$ cat config.mk
export PLATFORM = sky130hd
export DESIGN_NAME = best_fit_partition_allocator
export DESIGN_NICKNAME = d
export VERILOG_FILES = /design/src/design/bfpa_pkg.sv /design/src/design/bfpa_cell.sv /design/src/design/best_fit_partition_allocator.sv
export SDC_FILE = /design/constraint.sdc
export NUM_CORES = 1
export LEC_CHECK = 0
export BUFFER_PORTS_ARGS = -buffer_cell sky130_fd_sc_hd__buf_2
export CORE_MARGIN = 10
export CORE_UTILIZATION = 25
export CTS_BUF_LIST = sky130_fd_sc_hd__clkbuf_4 sky130_fd_sc_hd__clkbuf_8
export DETAILED_ROUTE_END_ITERATION = 8
export GPL_TIMING_DRIVEN = 0
export PLACE_DENSITY = 0.39
export SLEW_MARGIN = 20
export SYNTH_ARGS = -nofsm -noshare
export SYNTH_HDL_FRONTEND = slang
export SYNTH_SLANG_ARGS = --single-unit
$ cat constraint.sdc
create_clock -name clk -period 8.75 [get_ports clk]
set_clock_uncertainty 0.15 [all_clocks]
set_input_delay 1.75 -clock clk [delete_from_list [all_inputs] [get_ports clk]]
set_output_delay 1.75 -clock clk [all_outputs]
set_load 0.05 [all_outputs]
$ cat src/design/bfpa_pkg.sv
// Shared types for the best-fit partition allocator.
// Holds the scan token and the write bus that run between the top level and its cells.
// No dependencies.
package bfpa_pkg;

	// Widest partition index and widest size that the parameters allow.
	localparam int IDX_MAX_W  = 8;
	localparam int SIZE_MAX_W = 32;
	localparam int COUNT_W    = 5;

	// Scan token that walks the cell chain, one cell per cycle.
	typedef struct packed {
		logic                  active;
		logic                  found;
		logic [IDX_MAX_W-1:0]  idx;
		logic [SIZE_MAX_W-1:0] size;
	} tok_t;

	// Write bus into the cells: loads and request write-backs.
	typedef struct packed {
		logic                  en;
		logic [IDX_MAX_W-1:0]  idx;
		logic [SIZE_MAX_W-1:0] data;
	} wr_t;

endpackage

$ cat src/design/bfpa_cell.sv
// One partition cell of the best-fit allocator chain.
// Holds one free size and updates the passing scan token.
// Depends on bfpa_pkg.
module bfpa_cell #(
	parameter int IDX       = 0,
	parameter int SIZE_BITS = 16
) (
	input  logic                        clk,
	input  logic                        arst_n,
	input  logic [bfpa_pkg::COUNT_W-1:0] count,
	input  logic [SIZE_BITS-1:0]        req,
	input  bfpa_pkg::wr_t               wr,
	input  bfpa_pkg::tok_t              tok_in,
	output bfpa_pkg::tok_t              tok_out
);

	logic [SIZE_BITS-1:0] size_q;
	bfpa_pkg::tok_t       token_q;
	logic                 takes_part;
	logic                 better;

	// This cell joins the search only when it lies below the configured count.
	assign takes_part = 9'(IDX) < 9'(count);

	// A fitting cell wins if nothing was found yet or it is strictly smaller.
	assign better = takes_part && (size_q >= req) &&
		(!tok_in.found || (size_q < SIZE_BITS'(tok_in.size)));

	// The stored free size changes only through the write bus.
	always_ff @(posedge clk) begin
		if (wr.en && (wr.idx == bfpa_pkg::IDX_MAX_W'(IDX))) begin
			size_q <= SIZE_BITS'(wr.data);
		end
	end

	// Token register: the token moves one cell per clock and picks up this cell if it wins.
	always_ff @(posedge clk or negedge arst_n) begin
		if (!arst_n) begin
			token_q <= '0;
		end else if (better) begin
			token_q.active <= tok_in.active;
			token_q.found  <= 1'b1;
			token_q.idx    <= bfpa_pkg::IDX_MAX_W'(IDX);
			token_q.size   <= bfpa_pkg::SIZE_MAX_W'(size_q);
		end else begin
			token_q <= tok_in;
		end
	end

	assign tok_out = token_q;

endmodule

$ cat src/design/best_fit_partition_allocator.sv
// Best-fit partition allocator: a chain of PARTITIONS cells, each holding one free size.
// A load (op 0) writes one cell and presents its result in the next cycle. A request (op 1)
// sends a token down the chain, one cell per cycle, that keeps the smallest fitting size
// (lowest index on ties); after the last cell the chosen entry is written back and its result
// registered, held while out_valid is high and out_ready is low. One item is in flight at a
// time. The free sizes are undefined until loaded. The user must write the blocks_in_use
// register (reset 16) through the cfg channel only while the block is idle; the block itself
// does not enforce this.
// Depends on bfpa_pkg and bfpa_cell.
module best_fit_partition_allocator #(
	parameter int PARTITIONS = 16,
	parameter int SIZE_BITS  = 16
) (
	input  logic        clk,
	input  logic        arst_n,
	input  logic        in_valid,
	output logic        in_ready,
	input  logic        op,
	input  logic [3:0]  slot,
	input  logic [15:0] size,
	output logic        out_valid,
	input  logic        out_ready,
	output logic        granted,
	output logic [3:0]  block_index,
	output logic [15:0] remaining,
	input  logic        cfg_valid,
	output logic        cfg_ready,
	input  logic [4:0]  cfg_data
);

	localparam logic [1:0] ST_IDLE = 2'd0;
	localparam logic [1:0] ST_SCAN = 2'd1;
	localparam logic [1:0] ST_WB   = 2'd2;

	logic [1:0]                          state_q;
	logic                                start_q;
	logic                                out_valid_q;
	logic [bfpa_pkg::COUNT_W-1:0]        biu_q;
	logic [SIZE_BITS-1:0]                req_q;
	logic                                res_found_q;
	logic [bfpa_pkg::IDX_MAX_W-1:0]      res_idx_q;
	logic [SIZE_BITS-1:0]                res_size_q;
	logic                                granted_q;
	logic [3:0]                          index_q;
	logic [15:0]                         rem_q;

	logic                                in_acc;
	logic                                load_acc;
	logic                                req_acc;
	logic                                slot_ok;
	logic                                wb_go;
	logic [SIZE_BITS-1:0]                load_size;
	logic [SIZE_BITS-1:0]                left_size;
	bfpa_pkg::wr_t                       wr;
	bfpa_pkg::tok_t                      chain [PARTITIONS+1];
	logic [PARTITIONS-1:0]               act;
	logic                                scan_done;

	// Handshakes and decoded transactions.
	assign in_ready  = (state_q == ST_IDLE) && (!out_valid_q || out_ready);
	assign in_acc    = in_valid && in_ready;
	assign load_acc  = in_acc && !op;
	assign req_acc   = in_acc && op;
	assign cfg_ready = 1'b1;
	assign slot_ok   = {5'd0, slot} < 9'(PARTITIONS);
	assign load_size = SIZE_BITS'(size);
	assign left_size = res_size_q - req_q;
	assign wb_go     = (state_q == ST_WB) && (!out_valid_q || out_ready);
	assign scan_done = chain[PARTITIONS].active;

	// Write bus: a load writes its slot, a granted request writes back the remainder.
	always_comb begin
		wr = '0;
		if (load_acc) begin
			wr.en   = slot_ok;
			wr.idx  = bfpa_pkg::IDX_MAX_W'(slot);
			wr.data = bfpa_pkg::SIZE_MAX_W'(load_size);
		end else if (wb_go) begin
			wr.en   = res_found_q;
			wr.idx  = res_idx_q;
			wr.data = bfpa_pkg::SIZE_MAX_W'(left_size);
		end
	end

	// A fresh token enters the first cell in the cycle after a request is accepted.
	always_comb begin
		chain[0]        = '0;
		chain[0].active = start_q;
	end

	// The cell chain.
	for (genvar g = 0; g < PARTITIONS; g++) begin : g_cell
		bfpa_cell #(
			.IDX       (g),
			.SIZE_BITS (SIZE_BITS)
		) u_cell (
			.clk     (clk),
			.arst_n  (arst_n),
			.count   (biu_q),
			.req     (req_q),
			.wr      (wr),
			.tok_in  (chain[g]),
			.tok_out (chain[g+1])
		);
		assign act[g] = chain[g+1].active;
	end

	// Control state.
	always_ff @(posedge clk or negedge arst_n) begin
		if (!arst_n) begin
			state_q     <= ST_IDLE;
			start_q     <= 1'b0;
			out_valid_q <= 1'b0;
			biu_q       <= 5'd16;
		end else begin
			start_q <= req_acc;
			if (cfg_valid && cfg_ready) begin
				biu_q <= cfg_data;
			end
			case (state_q)
				ST_IDLE: begin
					if (req_acc) begin
						state_q <= ST_SCAN;
					end
				end
				ST_SCAN: begin
					if (scan_done) begin
						state_q <= ST_WB;
					end
				end
				ST_WB: begin
					if (wb_go) begin
						state_q <= ST_IDLE;
					end
				end
				default: begin
					state_q <= ST_IDLE;
				end
			endcase
			if (load_acc || wb_go) begin
				out_valid_q <= 1'b1;
			end else if (out_ready) begin
				out_valid_q <= 1'b0;
			end
		end
	end

	// Request, scan result and output payload registers.
	always_ff @(posedge clk) begin
		if (req_acc) begin
			req_q <= load_size;
		end
		if ((state_q == ST_SCAN) && scan_done) begin
			res_found_q <= chain[PARTITIONS].found;
			res_idx_q   <= chain[PARTITIONS].idx;
			res_size_q  <= SIZE_BITS'(chain[PARTITIONS].size);
		end
		if (load_acc) begin
			granted_q <= 1'b0;
			index_q   <= slot;
			rem_q     <= slot_ok ? 16'(load_size) : 16'd0;
		end else if (wb_go) begin
			granted_q <= res_found_q;
			index_q   <= res_found_q ? 4'(res_idx_q) : 4'd0;
			rem_q     <= res_found_q ? 16'(left_size) : 16'd0;
		end
	end

	assign out_valid   = out_valid_q;
	assign granted     = granted_q;
	assign block_index = index_q;
	assign remaining   = rem_q;

	// At most one token travels the chain at a time.
	assert property (@(posedge clk) disable iff (!arst_n) $countones(act) <= 1)
		else $error("more than one scan token in the chain");

	// A token leaves the last cell only while a scan is under way.
	assert property (@(posedge clk) disable iff (!arst_n) scan_done |-> state_q == ST_SCAN)
		else $error("scan token finished outside a scan");

	// A chosen partition always lies inside the configured count.
	assert property (@(posedge clk) disable iff (!arst_n)
		(state_q == ST_WB) && res_found_q |-> {1'b0, res_idx_q} < 9'(biu_q))
		else $error("chosen partition outside the configured count");

	// A request's result appears only through the write-back step.
	assert property (@(posedge clk) disable iff (!arst_n)
		$rose(out_valid_q) && granted_q |-> $past(state_q) == ST_WB)
		else $error("grant presented without a write-back");

endmodule

==> results of run 1 <==
-- state kept, by name, summed over array words and instances, names as in the netlist --
register               flops
g_cell.u_cell.tok_out    337
res_found_q                1
start_q                    1
remaining                 16
res_idx_q                  4
req_q                     16
biu_q                      5
g_cell.u_cell.size_q     256
block_index                4
state_q                    2
res_size_q                16
out_valid                  1
granted                    1
-- cell families after synthesis --
kind of cell	share of synthesized area, %
muxes	8.255
AOI/OAI and AO/OA	8.948
other	0.01100
buffers and inverters	3.713
adders and majority gates	18.26
and+or+nand+nor	7.470
xor gates and xnor gates	0.3339
DFF	53.01
-- worst paths after layout --
kind                                                       to  cells after the start  slack (ns)                          start
worst max-delay path                                 in_ready                      4        4.39                      out_ready
worst min-delay path            g_cell[14].u_cell.tok_out[41]                      0        0.19  g_cell[13].u_cell.tok_out[41]
worst max register to register    g_cell[7].u_cell.size_q[13]                     10        4.54                       req_q[1]
worst min register to register  g_cell[14].u_cell.tok_out[41]                      0        0.19  g_cell[13].u_cell.tok_out[41]
max in group asynchronous        g_cell[0].u_cell.tok_out[41]                      4        6.34                         arst_n
min in group asynchronous        g_cell[8].u_cell.tok_out[40]                      1        0.73                         arst_n
-- stage by stage --
step | setup TNS [ns] | utilization [%] | total power, uW | setup slack (ns)
floorplan | 0 | - | 5771 | 3.552
global placement | -499.08 | 27.01 | 6653 | -1.554
detailed placement | 0 | 27.79 | 6754 | 4.041
CTS | 0 | 29.76 | 10080 | 4.391
global route | 0 | 29.76 | 10530 | 4.317
finish | 0 | 29.76 | 9873 | 4.387
-- worst max-delay path, delay by kind of cell --
family | cells | cell delay [ns]
buffers and inverters | 2 | 0.40
AND/OR/NAND/NOR | 2 | 0.31
-- power groups by stage --
stage / Sequential, uW / Clock [uW] / Combinational (uW)
floorplan: 4150 / 0 / 1620
global placement: 4320 / 0 / 2330
detailed placement: 4310 / 0 / 2440
CTS: 4260 / 3350 / 2470
global route: 4300 / 3490 / 2740
finish: 4230 / 3220 / 2420
-- synth_stat cells, drive strengths merged, types with 3 or more instances --
| master | count |
|---|---|
| a21boi | 13 |
| a21oi | 185 |
| mux2 | 245 |
| xnor2 | 10 |
| nand2b | 36 |
| nand2 | 84 |
| a2111oi | 23 |
| a22o | 27 |
| o21a | 7 |
| or3 | 9 |
| o31ai | 3 |
| nor4 | 31 |
| nor2 | 60 |
| o21bai | 3 |
| buf | 34 |
| clkbuf | 7 |
| o21ai | 113 |
| a31oi | 7 |
| nor2b | 25 |
| a211oi | 26 |
| edfxtp | 313 |
| dfrtp | 345 |
| o211a | 3 |
| xor2 | 3 |
| ha | 496 |
| o211ai | 3 |
| and2 | 18 |
| or2 | 41 |
| and4 | 18 |
| nand3 | 42 |
| inv | 265 |
| a21o | 38 |
| nor3 | 45 |
| a41oi | 11 |
| o22ai | 4 |
| nand4 | 54 |
-- area by class of cell --
class | count | share of cell area [%]
diodes | 2 | 0.01241
plain buffers | 41 | 0.6734
clock buffers | 196 | 5.962
clock inverters | 32 | 0.6579
inverters | 265 | 2.467
multi-input cells | 1710 | 36.86
flip-flops and latches | 660 | 44.84
well taps | 1781 | 5.527
repair buffers | 96 | 2.995
-- layer usage --
metal  GRT usage, %  part of all wire (%)  vias up
li1               -                     -    10352
met5         0.7332                  0.10        -
met4          3.563                   2.0        2
met1          16.77                    45    10542
met3          2.445                   4.7      136
met2          22.12                    48      388
==> impl_results.html, run 1 <==
<table>
<tr><th>Metric</th><th>Value</th></tr>
<tr><th colspan="2">Run status</th></tr>
<tr><td>Outcome</td><td>finished clean</td></tr>
<tr><th colspan="2">Placement</th></tr>
<tr><td>PortBufs</td><td>between 50 and 60</td></tr>
<tr><td>Global placement routability congestion</td><td>~0.8</td></tr>
<tr><td>Placed Instances</td><td>about 4.6k</td></tr>
<tr><td>DP Wirelength</td><td>75990 um</td></tr>
<tr><td>Placed cell area</td><td>37640 um2</td></tr>
<tr><th colspan="2">Worst setup path</th></tr>
<tr><td>Top cell by count, worst path</td><td>sky130_fd_sc_hd__buf_2</td></tr>
<tr><td>Master of the slowest instance on the critical path</td><td>sky130_fd_sc_hd__buf_2</td></tr>
<tr><td>CP startpoint kind</td><td>input pin</td></tr>
<tr><td>Cell chain of the critical path</td><td>buf_2, nor2b_1, nor3_1, buf_2</td></tr>
<tr><td>Classification of the worst setup path</td><td>input pin to output pin</td></tr>
<tr><td>Largest incremental delay on the critical path</td><td>roughly 0.33 ns</td></tr>
<tr><td>Crit-path max FO</td><td>4</td></tr>
<tr><td>Required time at the endpoint of the critical path</td><td>around 6.9 ns</td></tr>
<tr><td>Crit path DAT</td><td>approximately 2.5 ns</td></tr>
<tr><td>Critical path endpoint category</td><td>output pin</td></tr>
<tr><th colspan="2">Die</th></tr>
<tr><td>Effective utilization at floorplan</td><td>roughly a quarter</td></tr>
<tr><td>Die span in x</td><td>approximately 390 um</td></tr>
<tr><td>Number of standard-cell rows in the floorplan</td><td>between 100 and 150</td></tr>
<tr><td>Floorplan die height</td><td>approximately 390 um</td></tr>
<tr><td>Number of top-level pins</td><td>55</td></tr>
<tr><td>Area of the die</td><td>about 150000 um2</td></tr>
<tr><td>Total core area</td><td>135500 um2</td></tr>
<tr><th colspan="2">STA</th></tr>
<tr><td>Worst slew slack as a fraction of its limit</td><td>~22%</td></tr>
<tr><td>Final setup violation count</td><td>0</td></tr>
<tr><td>Worst Hold Margin</td><td>between 0.15 and 0.2 ns</td></tr>
<tr><td>Maximum clock frequency</td><td>roughly 230 MHz</td></tr>
<tr><td>Final hold violation count</td><td>0</td></tr>
<tr><td>Slew @ Worst Pin</td><td>around 1.2 ns</td></tr>
<tr><td>Final period utilization</td><td>approximately half</td></tr>
<tr><td>RSZ-0062 raised after global routing</td><td>no</td></tr>
<tr><td>Time the worst path needs with I/O delays and setup</td><td>4.363 ns</td></tr>
<tr><td>Number of max-slew violations in the final report</td><td>0</td></tr>
<tr><th colspan="2">Clock tree</th></tr>
<tr><td>Reg clk slew, reported paths</td><td>0.07 ns</td></tr>
<tr><td>CTS sink count</td><td>660</td></tr>
<tr><td>Number of buffers on the longest clock path</td><td>3</td></tr>
<tr><td>Number of levels in the clock H-tree</td><td>3</td></tr>
<tr><td>Latest clock arrival within the worst-skew pair</td><td>0.77 ns</td></tr>
<tr><td>Number of gates given a new drive strength after cts</td><td>0</td></tr>
<tr><td>Hold bufs inserted after CTS</td><td>0</td></tr>
<tr><td>Postcts setup bufs</td><td>0</td></tr>
<tr><td>Master cell of the clock root buffer</td><td>sky130_fd_sc_hd__clkbuf_8</td></tr>
<tr><td>TritonCTS clock tree</td><td>yes</td></tr>
<tr><td>Cts bufs inserted</td><td>approximately 120</td></tr>
<tr><th colspan="2">Synthesis</th></tr>
<tr><td>Post-Synthesis Cell Area</td><td>34100 um2</td></tr>
<tr><td>Primary flip-flop cell chosen by synthesis mapping</td><td>sky130_fd_sc_hd__dfrtp_1</td></tr>
<tr><td>Yosys warning count</td><td>0</td></tr>
<tr><td>Post-synth EDFFs</td><td>around 310</td></tr>
<tr><td>Count of cell types in the netlist</td><td>between 70 and 80</td></tr>
<tr><td>Top cells by area in the synthesized netlist</td><td>sky130_fd_sc_hd__edfxtp_1 (28%), sky130_fd_sc_hd__dfrtp_1 (25%), sky130_fd_sc_hd__ha_1 (18%)</td></tr>
<tr><td>Flops &amp; latches, synth</td><td>660</td></tr>
<tr><td>Share of synthesized flip-flops with an asynchronous set or reset</td><td>~52%</td></tr>
<tr><td>Post-synthesis instance total</td><td>around 2.7k</td></tr>
<tr><td>Dominant cell type by area after synthesis</td><td>sky130_fd_sc_hd__edfxtp_1</td></tr>
<tr><td>Post-Synthesis Net Count</td><td>~3.2k</td></tr>
<tr><td>Syn Area/Cell</td><td>12.74 um2</td></tr>
<tr><td>Area fraction of the dominant cell type after synthesis</td><td>27.56%</td></tr>
<tr><td>Sequential area share after synthesis</td><td>between 50% and 60%</td></tr>
<tr><th colspan="2">Pwr</th></tr>
<tr><td>Pleak</td><td>0.01717 uW</td></tr>
<tr><td>Sequential Power Share</td><td>between 40% and 50%</td></tr>
<tr><td>Clock power frac</td><td>around 33%</td></tr>
<tr><td>Int Power</td><td>approximately 6800 uW</td></tr>
<tr><td>Reported net switching power</td><td>3053 uW</td></tr>
<tr><td>Comb power frac</td><td>about a quarter</td></tr>
<tr><td>Maximum resistive drop on vdd</td><td>about 110 uV</td></tr>
<tr><td>Sw Ratio</td><td>30.92%</td></tr>
<tr><td>Total power per unit cell area</td><td>244.9 nW/um2</td></tr>
<tr><th colspan="2">Global route</th></tr>
<tr><td>Via count of the first global-routing pass</td><td>22.95k</td></tr>
<tr><td>GR Overflow Total</td><td>0</td></tr>
<tr><td>Pin count of the biggest net entering global routing</td><td>77</td></tr>
<tr><td>First-pass GRT wire length</td><td>about 150000 um</td></tr>
<tr><td>Initial antenna violation count</td><td>12</td></tr>
<tr><td>Combined global-route utilization of all metal layers</td><td>a little over an eighth</td></tr>
<tr><th colspan="2">Route</th></tr>
<tr><td>Routed via count divided by cell count</td><td>roughly 4.5</td></tr>
<tr><td>Number of DRC violations after detailed routing</td><td>0</td></tr>
<tr><td>Violation count after the first detailed-route iteration</td><td>about 1.4k</td></tr>
<tr><td>Detailed-routing iteration count for the pre-antenna-repair pass</td><td>5</td></tr>
<tr><td>Vias after detailed routing</td><td>around 21k</td></tr>
<tr><td>Detailed-route wire length</td><td>99310 um</td></tr>
<tr><td>Final ANT Viol Nets</td><td>0</td></tr>
<tr><td>Wire length per cell</td><td>approximately 21 um</td></tr>
<tr><th colspan="2">Final layout</th></tr>
<tr><td>Final net count</td><td>between 3k and 4k</td></tr>
<tr><td>Register cell area after layout</td><td>18080 um2</td></tr>
<tr><td>Layout cells sized above 1</td><td>a little under a quarter</td></tr>
<tr><td>Design area</td><td>slightly above 40000 um2</td></tr>
<tr><td>Filler Cells Inserted</td><td>13.71k</td></tr>
<tr><td>Fin cells</td><td>4783</td></tr>
<tr><td>Multi-input gate area</td><td>roughly 15000 um2</td></tr>
<tr><td>Post-synthesis to final-layout area growth</td><td>18.22%</td></tr>
<tr><td>Commonest cells after routing, fill and taps aside</td><td>sky130_fd_sc_hd__ha_1 (496), sky130_fd_sc_hd__dfrtp_1 (345), sky130_fd_sc_hd__edfxtp_1 (313)</td></tr>
<tr><td>Most common cell after layout, fill and taps aside</td><td>sky130_fd_sc_hd__ha_1</td></tr>
<tr><th colspan="2">Min path</th></tr>
<tr><td>Worst hold path class</td><td>register to register</td></tr>
<tr><th colspan="2">Run</th></tr>
<tr><td>Number of max-capacitance violations reported</td><td>0</td></tr>
</table>
(Power assumes the default switching activity.)
==> inputs of run 2 (changes only) <==
Settings changed: PLACE_DENSITY 0.39 to 0.4.
Clock period 8.75 ns to 3.6 ns, I/O delays scaled along.
==> impl_results.html, run 2 (synthesis results as in run 1) <==
<table>
<tr><th>Metric</th><th>Value</th></tr>
<tr><th colspan="2">Clock tree</th></tr>
<tr><td>TritonCTS clock tree</td><td>yes</td></tr>
<tr><td>Reg clk slew, reported paths</td><td>0.06 ns (about the same)</td></tr>
<tr><td>Latest clock arrival within the worst-skew pair</td><td>0.81 ns (+0.04 ns)</td></tr>
<tr><td>Number of buffers on the longest clock path</td><td>3 (unchanged)</td></tr>
<tr><td>CTS sink count</td><td>660 (unchanged)</td></tr>
<tr><td>Master cell of the clock root buffer</td><td>sky130_fd_sc_hd__clkbuf_8</td></tr>
<tr><td>Cts bufs inserted</td><td>130 (+7.4%)</td></tr>
<tr><td>Number of levels in the clock H-tree</td><td>4 (+1)</td></tr>
<tr><th colspan="2">Final layout</th></tr>
<tr><td>Final net count</td><td>3460 (+1.1%)</td></tr>
<tr><td>Flip-flop count of the largest register, all copies and words added</td><td>337 (unchanged)</td></tr>
<tr><td>Commonest cells after routing, fill and taps aside</td><td>sky130_fd_sc_hd__ha_1 (496), sky130_fd_sc_hd__dfrtp_1 (345), sky130_fd_sc_hd__edfxtp_1 (313)</td></tr>
<tr><td>Filler Cells Inserted</td><td>13.71k (-0.0073%)</td></tr>
<tr><td>Layout cells sized above 1</td><td>23.67% (+0.54 points)</td></tr>
<tr><td>Post-synthesis to final-layout area growth</td><td>19.76%</td></tr>
<tr><td>Fin cells</td><td>4823 (+0.84%)</td></tr>
<tr><td>Most common cell after layout, fill and taps aside</td><td>sky130_fd_sc_hd__ha_1</td></tr>
<tr><th colspan="2">Min path</th></tr>
<tr><td>Worst hold path class</td><td>input pin to register</td></tr>
<tr><th colspan="2">Worst setup path</th></tr>
<tr><td>CP startpoint kind</td><td>register</td></tr>
<tr><td>Cell chain of the critical path</td><td>inv_2, buf_16, ha_1, a21oi_1, o21ai_1, a2111oi_2, o41ai_1, o21a_1, a21boi_1, buf_4, buf_6, mux2_1</td></tr>
<tr><td>CP bufs+invs</td><td>4 (+2)</td></tr>
<tr><td>Required time at the endpoint of the critical path</td><td>4.12 ns (-2.73 ns)</td></tr>
<tr><td>Classification of the worst setup path</td><td>register to register</td></tr>
<tr><td>Crit path DAT</td><td>4.01 ns (+1.55 ns)</td></tr>
<tr><td>Master of the slowest instance on the critical path</td><td>sky130_fd_sc_hd__edfxtp_1</td></tr>
<tr><td>Largest incremental delay on the critical path</td><td>0.41 ns (+0.08 ns)</td></tr>
<tr><td>Critical path endpoint category</td><td>register</td></tr>
<tr><td>Cell type group with the largest total delay on the critical path</td><td>compound AO/OA/AOI/OAI gates</td></tr>
<tr><td>Crit-path max FO</td><td>10 (+6)</td></tr>
<tr><th colspan="2">Die</th></tr>
<tr><td>Effective utilization at floorplan</td><td>25.17% (unchanged)</td></tr>
<tr><td>Area of the die</td><td>151600 um2 (unchanged)</td></tr>
<tr><td>Floorplan die height</td><td>389.3 um (unchanged)</td></tr>
<tr><td>Die span in x</td><td>389.3 um (unchanged)</td></tr>
<tr><td>Number of top-level pins</td><td>55 (unchanged)</td></tr>
<tr><td>Total core area</td><td>135500 um2 (unchanged)</td></tr>
<tr><td>Number of standard-cell rows in the floorplan</td><td>135 (unchanged)</td></tr>
<tr><th colspan="2">Placement</th></tr>
<tr><td>Placed Instances</td><td>4555 (+0.044%)</td></tr>
<tr><td>DP Wirelength</td><td>74820 um (-1.5%)</td></tr>
<tr><td>PortBufs</td><td>53 (unchanged)</td></tr>
<tr><td>Global placement routability congestion</td><td>0.7381 (-5.5%)</td></tr>
<tr><th colspan="2">Route</th></tr>
<tr><td>Routed length on met2</td><td>46110 um (-3.4%)</td></tr>
<tr><td>Wire length per cell</td><td>20.45 um (-1.5%)</td></tr>
<tr><td>Number of DRC violations after detailed routing</td><td>0 (unchanged)</td></tr>
<tr><td>Routed via count divided by cell count</td><td>4.401 (-1.7%)</td></tr>
<tr><td>Final ANT Viol Nets</td><td>0 (unchanged)</td></tr>
<tr><td>Vias after detailed routing</td><td>21.23k (-0.90%)</td></tr>
<tr><td>Routed met1 length</td><td>45330 um (+1.1%)</td></tr>
<tr><td>Detailed-route wire length</td><td>98610 um (-0.70%)</td></tr>
<tr><td>Routed length on met3</td><td>4842 um (+3.1%)</td></tr>
<tr><td>Top layer used by detailed routing</td><td>met4</td></tr>
<tr><td>Detailed-routing iteration count for the pre-antenna-repair pass</td><td>5 (unchanged)</td></tr>
<tr><td>Violation count after the first detailed-route iteration</td><td>1123 (-19%)</td></tr>
<tr><th colspan="2">Run status</th></tr>
<tr><td>Outcome</td><td>finished clean</td></tr>
<tr><th colspan="2">Global route</th></tr>
<tr><td>Initial antenna violation count</td><td>11 (-1)</td></tr>
<tr><td>First-pass GRT wire length</td><td>148400 um (-0.21%)</td></tr>
<tr><td>GR Overflow Total</td><td>0 (unchanged)</td></tr>
<tr><td>Combined global-route utilization of all metal layers</td><td>13.06% (+0.039 points)</td></tr>
<tr><td>Pin count of the biggest net entering global routing</td><td>87 (+13%)</td></tr>
<tr><td>Via count of the first global-routing pass</td><td>22.51k (-1.9%)</td></tr>
<tr><th colspan="2">STA</th></tr>
<tr><td>Final hold violation count</td><td>0 (unchanged)</td></tr>
<tr><td>Number of max-slew violations in the final report</td><td>0 (unchanged)</td></tr>
<tr><td>Slew @ Worst Pin</td><td>1.003 ns (-0.1668 ns)</td></tr>
<tr><td>RSZ-0062 raised after global routing</td><td>no</td></tr>
<tr><td>Maximum clock frequency</td><td>around 290 MHz</td></tr>
<tr><td>Setup total negative slack</td><td>0 ns (unchanged)</td></tr>
<tr><td>Time the worst path needs with I/O delays and setup</td><td>3.489 ns</td></tr>
<tr><td>Worst slew slack as a fraction of its limit</td><td>32.79% (+11 points)</td></tr>
<tr><td>Final period utilization</td><td>~97%</td></tr>
<tr><td>Final setup violation count</td><td>0 (unchanged)</td></tr>
<tr><th colspan="2">Pwr</th></tr>
<tr><td>Total power per unit cell area</td><td>593.0 nW/um2 (+140%)</td></tr>
<tr><td>Pleak</td><td>0.01738 uW (+1.2%)</td></tr>
<tr><td>Maximum resistive drop on vdd</td><td>332.4 uV (+210%)</td></tr>
<tr><th colspan="2">Run</th></tr>
<tr><td>Number of max-capacitance violations reported</td><td>0 (unchanged)</td></tr>
</table>
run 2: cell types whose count changed in the layout (fill, tap and decap cells not counted), sizes merged:
cell,before,now
dlygate4sd3,0,22
clkbuf,203,224
clkinv,22,15
buf,130,136
bufinv,4,1
diode,2,5
clkinvlp,4,2
run 2: final timing paths:
check / startpoint / end / slack [ns] / depth (start not counted)
max reg2reg: req_q[15] / g_cell[6].u_cell.tok_out[13] / 0.11 / 12
max: req_q[15] / g_cell[6].u_cell.tok_out[13] / 0.11 / 12
min reg2reg: g_cell[6].u_cell.tok_out[41] / g_cell[7].u_cell.tok_out[41] / 0.19 / 0
min: slot[3] / block_index[3] / 0.13 / 2
max in group asynchronous: arst_n / g_cell[0].u_cell.tok_out[41] / 1.55 / 5
min in group asynchronous: arst_n / g_cell[8].u_cell.tok_out[13] / 0.26 / 2
run 2: what timing repair did:
action                     in CTS  in global routing
gates resized for setup        11                 15
hold endpoints to repair      106                  0
pin swaps                       2                  1
hold buffers                   22                  0
cloned                          0                  0
setup buffers                   2                  2
setup endpoints to repair     114                148
run 2: cell type report:
type	instances	area, um2	area share (%)
Antenna cell	5	12.51	0.03064
Buffer	41	271.5	0.6648
Clock buffer	217	2655	6.501
Clock inverter	20	125.1	0.3064
Inverter	265	1020	2.497
Multi-Input combinational cell	1710	14940	36.57
Sequential cell	660	18080	44.27
Tap cell	1781	2228	5.456
Timing Repair Buffer	124	1513	3.704
run 2: power breakdown:
group          switching (uW)  internal (uW)  total (uW)
logic                    3180           2680        5860
registers                 847           9430       10300
clock network            3380           4700        8080
total                    7410          16800       24200
run 2: per-stage QoR:
step | setup WS, ns | power [uW] | instance area (um2) | utilization [%] | hold slack [ns]
after global routing | 0.003253 | 25860 | 40830 | 30.14 | 0.07054
after detailed placement | -0.4030 | 16340 | 37670 | 27.80 | 0.1847
final | 0.1112 | 24220 | 40840 | 30.15 | 0.1328
after CTS | 0.02439 | 24700 | 40760 | 30.09 | 0.03914
after global placement | -6.091 | 16150 | 36600 | 27.02 | 0.1827
after floorplan | -0.07294 | 14030 | 34110 | - | 0.1812
run 2: metal layers:
metal	vias to the layer above	GRT usage, %
met5	-	0
met4	0	4.066
met3	142	2.780
met2	384	21.24
met1	10254	17.26
li1	10447	-
==> inputs of run 3 (changes only) <==
Settings changed: CORE_UTILIZATION 25 to 50, PLACE_DENSITY 0.4 to 0.68.
==> impl_results.html, run 3 (synthesis results as in run 1) <==
<table>
<tr><th>Metric</th><th>Value</th></tr>
<tr><th colspan="2">Worst setup path</th></tr>
<tr><td>Critical register-to-register path startpoint</td><td>req_q[15]</td></tr>
<tr><td>Critical path endpoint category</td><td>register</td></tr>
<tr><td>CP startpoint kind</td><td>register</td></tr>
<tr><td>Classification of the worst setup path</td><td>register to register</td></tr>
<tr><td>Crit path from</td><td>req_q[15]</td></tr>
<tr><td>Required time at the endpoint of the critical path</td><td>4.03 ns (-0.09 ns)</td></tr>
<tr><td>Crit-path max FO</td><td>16 (+6)</td></tr>
<tr><td>Crit path DAT</td><td>3.92 ns (-0.09 ns)</td></tr>
<tr><th colspan="2">Clock tree</th></tr>
<tr><td>Reg clk slew, reported paths</td><td>0.06 ns (about the same)</td></tr>
<tr><td>Number of buffers on the longest clock path</td><td>3 (unchanged)</td></tr>
<tr><td>Master cell of the clock root buffer</td><td>sky130_fd_sc_hd__clkbuf_8</td></tr>
<tr><td>Cts bufs inserted</td><td>110 (-15%)</td></tr>
<tr><td>Number of levels in the clock H-tree</td><td>3 (-1)</td></tr>
<tr><td>CTS sink count</td><td>660 (unchanged)</td></tr>
<tr><td>TritonCTS clock tree</td><td>yes</td></tr>
<tr><td>Latest clock arrival within the worst-skew pair</td><td>0.74 ns (-0.07 ns)</td></tr>
<tr><th colspan="2">Route</th></tr>
<tr><td>Violation count after the first detailed-route iteration</td><td>1583 (+41%)</td></tr>
<tr><td>Detailed-routing iteration count for the pre-antenna-repair pass</td><td>6 (+1)</td></tr>
<tr><td>Vias after detailed routing</td><td>22.08k (+4.0%)</td></tr>
<tr><td>Wire length per cell</td><td>22.28 um (+9.0%)</td></tr>
<tr><td>Detailed-route wire length</td><td>85410 um (-13%)</td></tr>
<tr><td>Routed via count divided by cell count</td><td>5.761 (+31%)</td></tr>
<tr><td>Final ANT Viol Nets</td><td>0 (unchanged)</td></tr>
<tr><td>Number of DRC violations after detailed routing</td><td>0 (unchanged)</td></tr>
<tr><th colspan="2">Die</th></tr>
<tr><td>Area of the die</td><td>79050 um2 (-48%)</td></tr>
<tr><td>Floorplan die height</td><td>281.2 um (-28%)</td></tr>
<tr><td>Number of top-level pins</td><td>55 (unchanged)</td></tr>
<tr><td>Die span in x</td><td>281.2 um (-28%)</td></tr>
<tr><td>Total core area</td><td>67400 um2 (-50%)</td></tr>
<tr><td>Effective utilization at floorplan</td><td>50.60% (+25 points)</td></tr>
<tr><td>Number of standard-cell rows in the floorplan</td><td>95 (-30%)</td></tr>
<tr><th colspan="2">Pwr</th></tr>
<tr><td>Reported net switching power</td><td>6992 uW (-5.7%)</td></tr>
<tr><td>Maximum resistive drop on vdd</td><td>307.2 uV (-7.6%)</td></tr>
<tr><td>Sequential Power Share</td><td>44.3% (+1.9 points)</td></tr>
<tr><td>Sw Ratio</td><td>30.26% (-0.34 points)</td></tr>
<tr><td>Comb power frac</td><td>24.7% (+0.5 points)</td></tr>
<tr><td>Total power per unit cell area</td><td>599.5 nW/um2 (+1.1%)</td></tr>
<tr><td>Pleak</td><td>0.01684 uW (-3.1%)</td></tr>
<tr><td>Overall power of the completed layout</td><td>23110 uW (-4.6%)</td></tr>
<tr><td>Int Power</td><td>16110 uW (-4.1%)</td></tr>
<tr><td>Clock power frac</td><td>31.0% (-2.4 points)</td></tr>
<tr><th colspan="2">STA</th></tr>
<tr><td>Number of max-slew violations in the final report</td><td>0 (unchanged)</td></tr>
<tr><td>Final setup violation count</td><td>0 (unchanged)</td></tr>
<tr><td>Maximum clock frequency</td><td>286.3 MHz (-0.10%)</td></tr>
<tr><td>Final period utilization</td><td>97.01% (+0.10 points)</td></tr>
<tr><td>Slew @ Worst Pin</td><td>1.056 ns (+0.05213 ns)</td></tr>
<tr><td>Final hold violation count</td><td>0 (unchanged)</td></tr>
<tr><td>RSZ-0062 raised after global routing</td><td>no</td></tr>
<tr><td>Worst slew slack as a fraction of its limit</td><td>29.30% (-3.5 points)</td></tr>
<tr><td>Worst Hold Margin</td><td>0.05370 ns (-0.07910 ns)</td></tr>
<tr><td>Time the worst path needs with I/O delays and setup</td><td>3.492 ns (+0.003627 ns)</td></tr>
<tr><td>Setup total negative slack</td><td>0 ns (unchanged)</td></tr>
<tr><th colspan="2">Placement</th></tr>
<tr><td>DP Wirelength</td><td>60380 um (-19%)</td></tr>
<tr><td>Placed cell area</td><td>35890 um2 (-4.7%)</td></tr>
<tr><td>PortBufs</td><td>53 (unchanged)</td></tr>
<tr><td>Global placement routability congestion</td><td>0.8456 (+15%)</td></tr>
<tr><th colspan="2">Run</th></tr>
<tr><td>Number of max-capacitance violations reported</td><td>0 (unchanged)</td></tr>
<tr><th colspan="2">Final layout</th></tr>
<tr><td>Filler Cells Inserted</td><td>5361 (-61%)</td></tr>
<tr><td>Post-synthesis to final-layout area growth</td><td>13.02%</td></tr>
<tr><td>Layout cells sized above 1</td><td>22.30% (-1.4 points)</td></tr>
<tr><td>Commonest cells after routing, fill and taps aside</td><td>sky130_fd_sc_hd__ha_1 (496), sky130_fd_sc_hd__dfrtp_1 (345), sky130_fd_sc_hd__edfxtp_1 (313)</td></tr>
<tr><td>Final net count</td><td>3393 (-1.9%)</td></tr>
<tr><td>Flip-flop count of the largest register, all copies and words added</td><td>337 (unchanged)</td></tr>
<tr><td>Most common cell after layout, fill and taps aside</td><td>sky130_fd_sc_hd__ha_1</td></tr>
<tr><td>Design area</td><td>38540 um2 (-5.6%)</td></tr>
<tr><th colspan="2">Min path</th></tr>
<tr><td>Worst hold path class</td><td>input pin to register</td></tr>
<tr><td>Origin of the worst min-delay path</td><td>size[1]</td></tr>
<tr><th colspan="2">Global route</th></tr>
<tr><td>Via count of the first global-routing pass</td><td>23.26k (+3.3%)</td></tr>
<tr><td>GR Overflow Total</td><td>0 (unchanged)</td></tr>
<tr><td>Initial antenna violation count</td><td>5 (-6)</td></tr>
<tr><td>Combined global-route utilization of all metal layers</td><td>21.97% (+8.9 points)</td></tr>
<tr><td>Pin count of the biggest net entering global routing</td><td>88 (+1.1%)</td></tr>
<tr><td>First-pass GRT wire length</td><td>132600 um (-11%)</td></tr>
<tr><th colspan="2">Run status</th></tr>
<tr><td>Outcome</td><td>finished clean</td></tr>
</table>
==> run 3: cell count changes in the layout (fill, tap and decap cells not counted), sizes merged <==
cell	previous run	this run
buf	136	108
bufinv	1	4
clkbuf	224	184
clkinv	15	18
clkinvlp	2	6
diode	5	1
dlygate4sd3	22	3
inv	267	266
==> run 3: area by class of cell <==
| cell class | instances | area (um2) | share of cell area (%) |
|---|---|---|---|
| antenna | 1 | 2.502 | 0.006492 |
| buffer | 41 | 271.5 | 0.7044 |
| clock buffer | 177 | 2155 | 5.590 |
| clock inverter | 29 | 281.5 | 0.7304 |
| inverter | 265 | 1026 | 2.662 |
| multi-input combinational | 1710 | 14920 | 38.71 |
| sequential | 660 | 18080 | 46.90 |
| tap | 873 | 1092 | 2.834 |
| timing repair buffer | 77 | 715.7 | 1.857 |
==> run 3: routing by layer <==
metal	vias up	share of wire, %	GRT usage (%)
met5	-	0.16	1.216
met1	10957	42	27.83
met3	188	7.0	5.175
met4	2	2.9	7.927
met2	638	48	36.14
li1	10298	-	-
==> run 3: path summary, 6_finish.rpt <==
path | end | slack, ns | cells past startpoint
worst max-delay path | g_cell[6].u_cell.tok_out[33] | 0.11 | 11
max in group asynchronous | g_cell[1].u_cell.tok_out[3] | 1.10 | 6
min in group asynchronous | g_cell[9].u_cell.tok_out[14] | 0.34 | 2
worst min register to register | g_cell[10].u_cell.tok_out[41] | 0.18 | 0
worst min-delay path | req_q[1] | 0.05 | 1
worst max register to register | g_cell[6].u_cell.tok_out[33] | 0.11 | 11
==> run 3: what timing repair did <==
action,4_1_cts,5_1_grt
resized for setup,7,20
pin swaps,1,0
hold buffers,3,0
hold endpoints to repair,37,0
setup endpoints to repair,178,147
buffers inserted,4,2
==> run 3: critical path, stage by stage (launching register included) <==
cell                        delay, ns
sky130_fd_sc_hd__edfxtp_1        0.42
sky130_fd_sc_hd__inv_2           0.58
sky130_fd_sc_hd__ha_1            0.38
sky130_fd_sc_hd__a21oi_1         0.16
sky130_fd_sc_hd__o21ai_1         0.14
sky130_fd_sc_hd__a2111oi_2       0.37
sky130_fd_sc_hd__o41ai_1         0.15
sky130_fd_sc_hd__o21a_1          0.22
sky130_fd_sc_hd__a21boi_1        0.13
sky130_fd_sc_hd__buf_4           0.18
sky130_fd_sc_hd__buf_6           0.16
sky130_fd_sc_hd__or2_2           0.31
==> run 3: metrics by stage <==
| step | utilization [%] | setup slack, ns | instances |
|---|---|---|---|
| floorplan | - | -0.07294 | 2676 |
| global placement | 52.63 | -5.163 | 3602 |
| detailed placement | 53.26 | -0.6164 | 3617 |
| CTS | 57.05 | 0.02586 | 3830 |
| global route | 57.19 | 0.005961 | 3833 |
| finish | 57.19 | 0.1075 | 3833 |
==> run 3: power by group through the flow <==
| stage | sequential, uW | clock [uW] | combinational, uW |
|---|---|---|---|
| finish | 10200 | 7160 | 5720 |
| global route | 10400 | 7650 | 6400 |
| floorplan | 10100 | 0 | 3930 |
| global placement | 10400 | 0 | 5300 |
| detailed placement | 10400 | 0 | 5620 |
| CTS | 10200 | 7270 | 5710 |
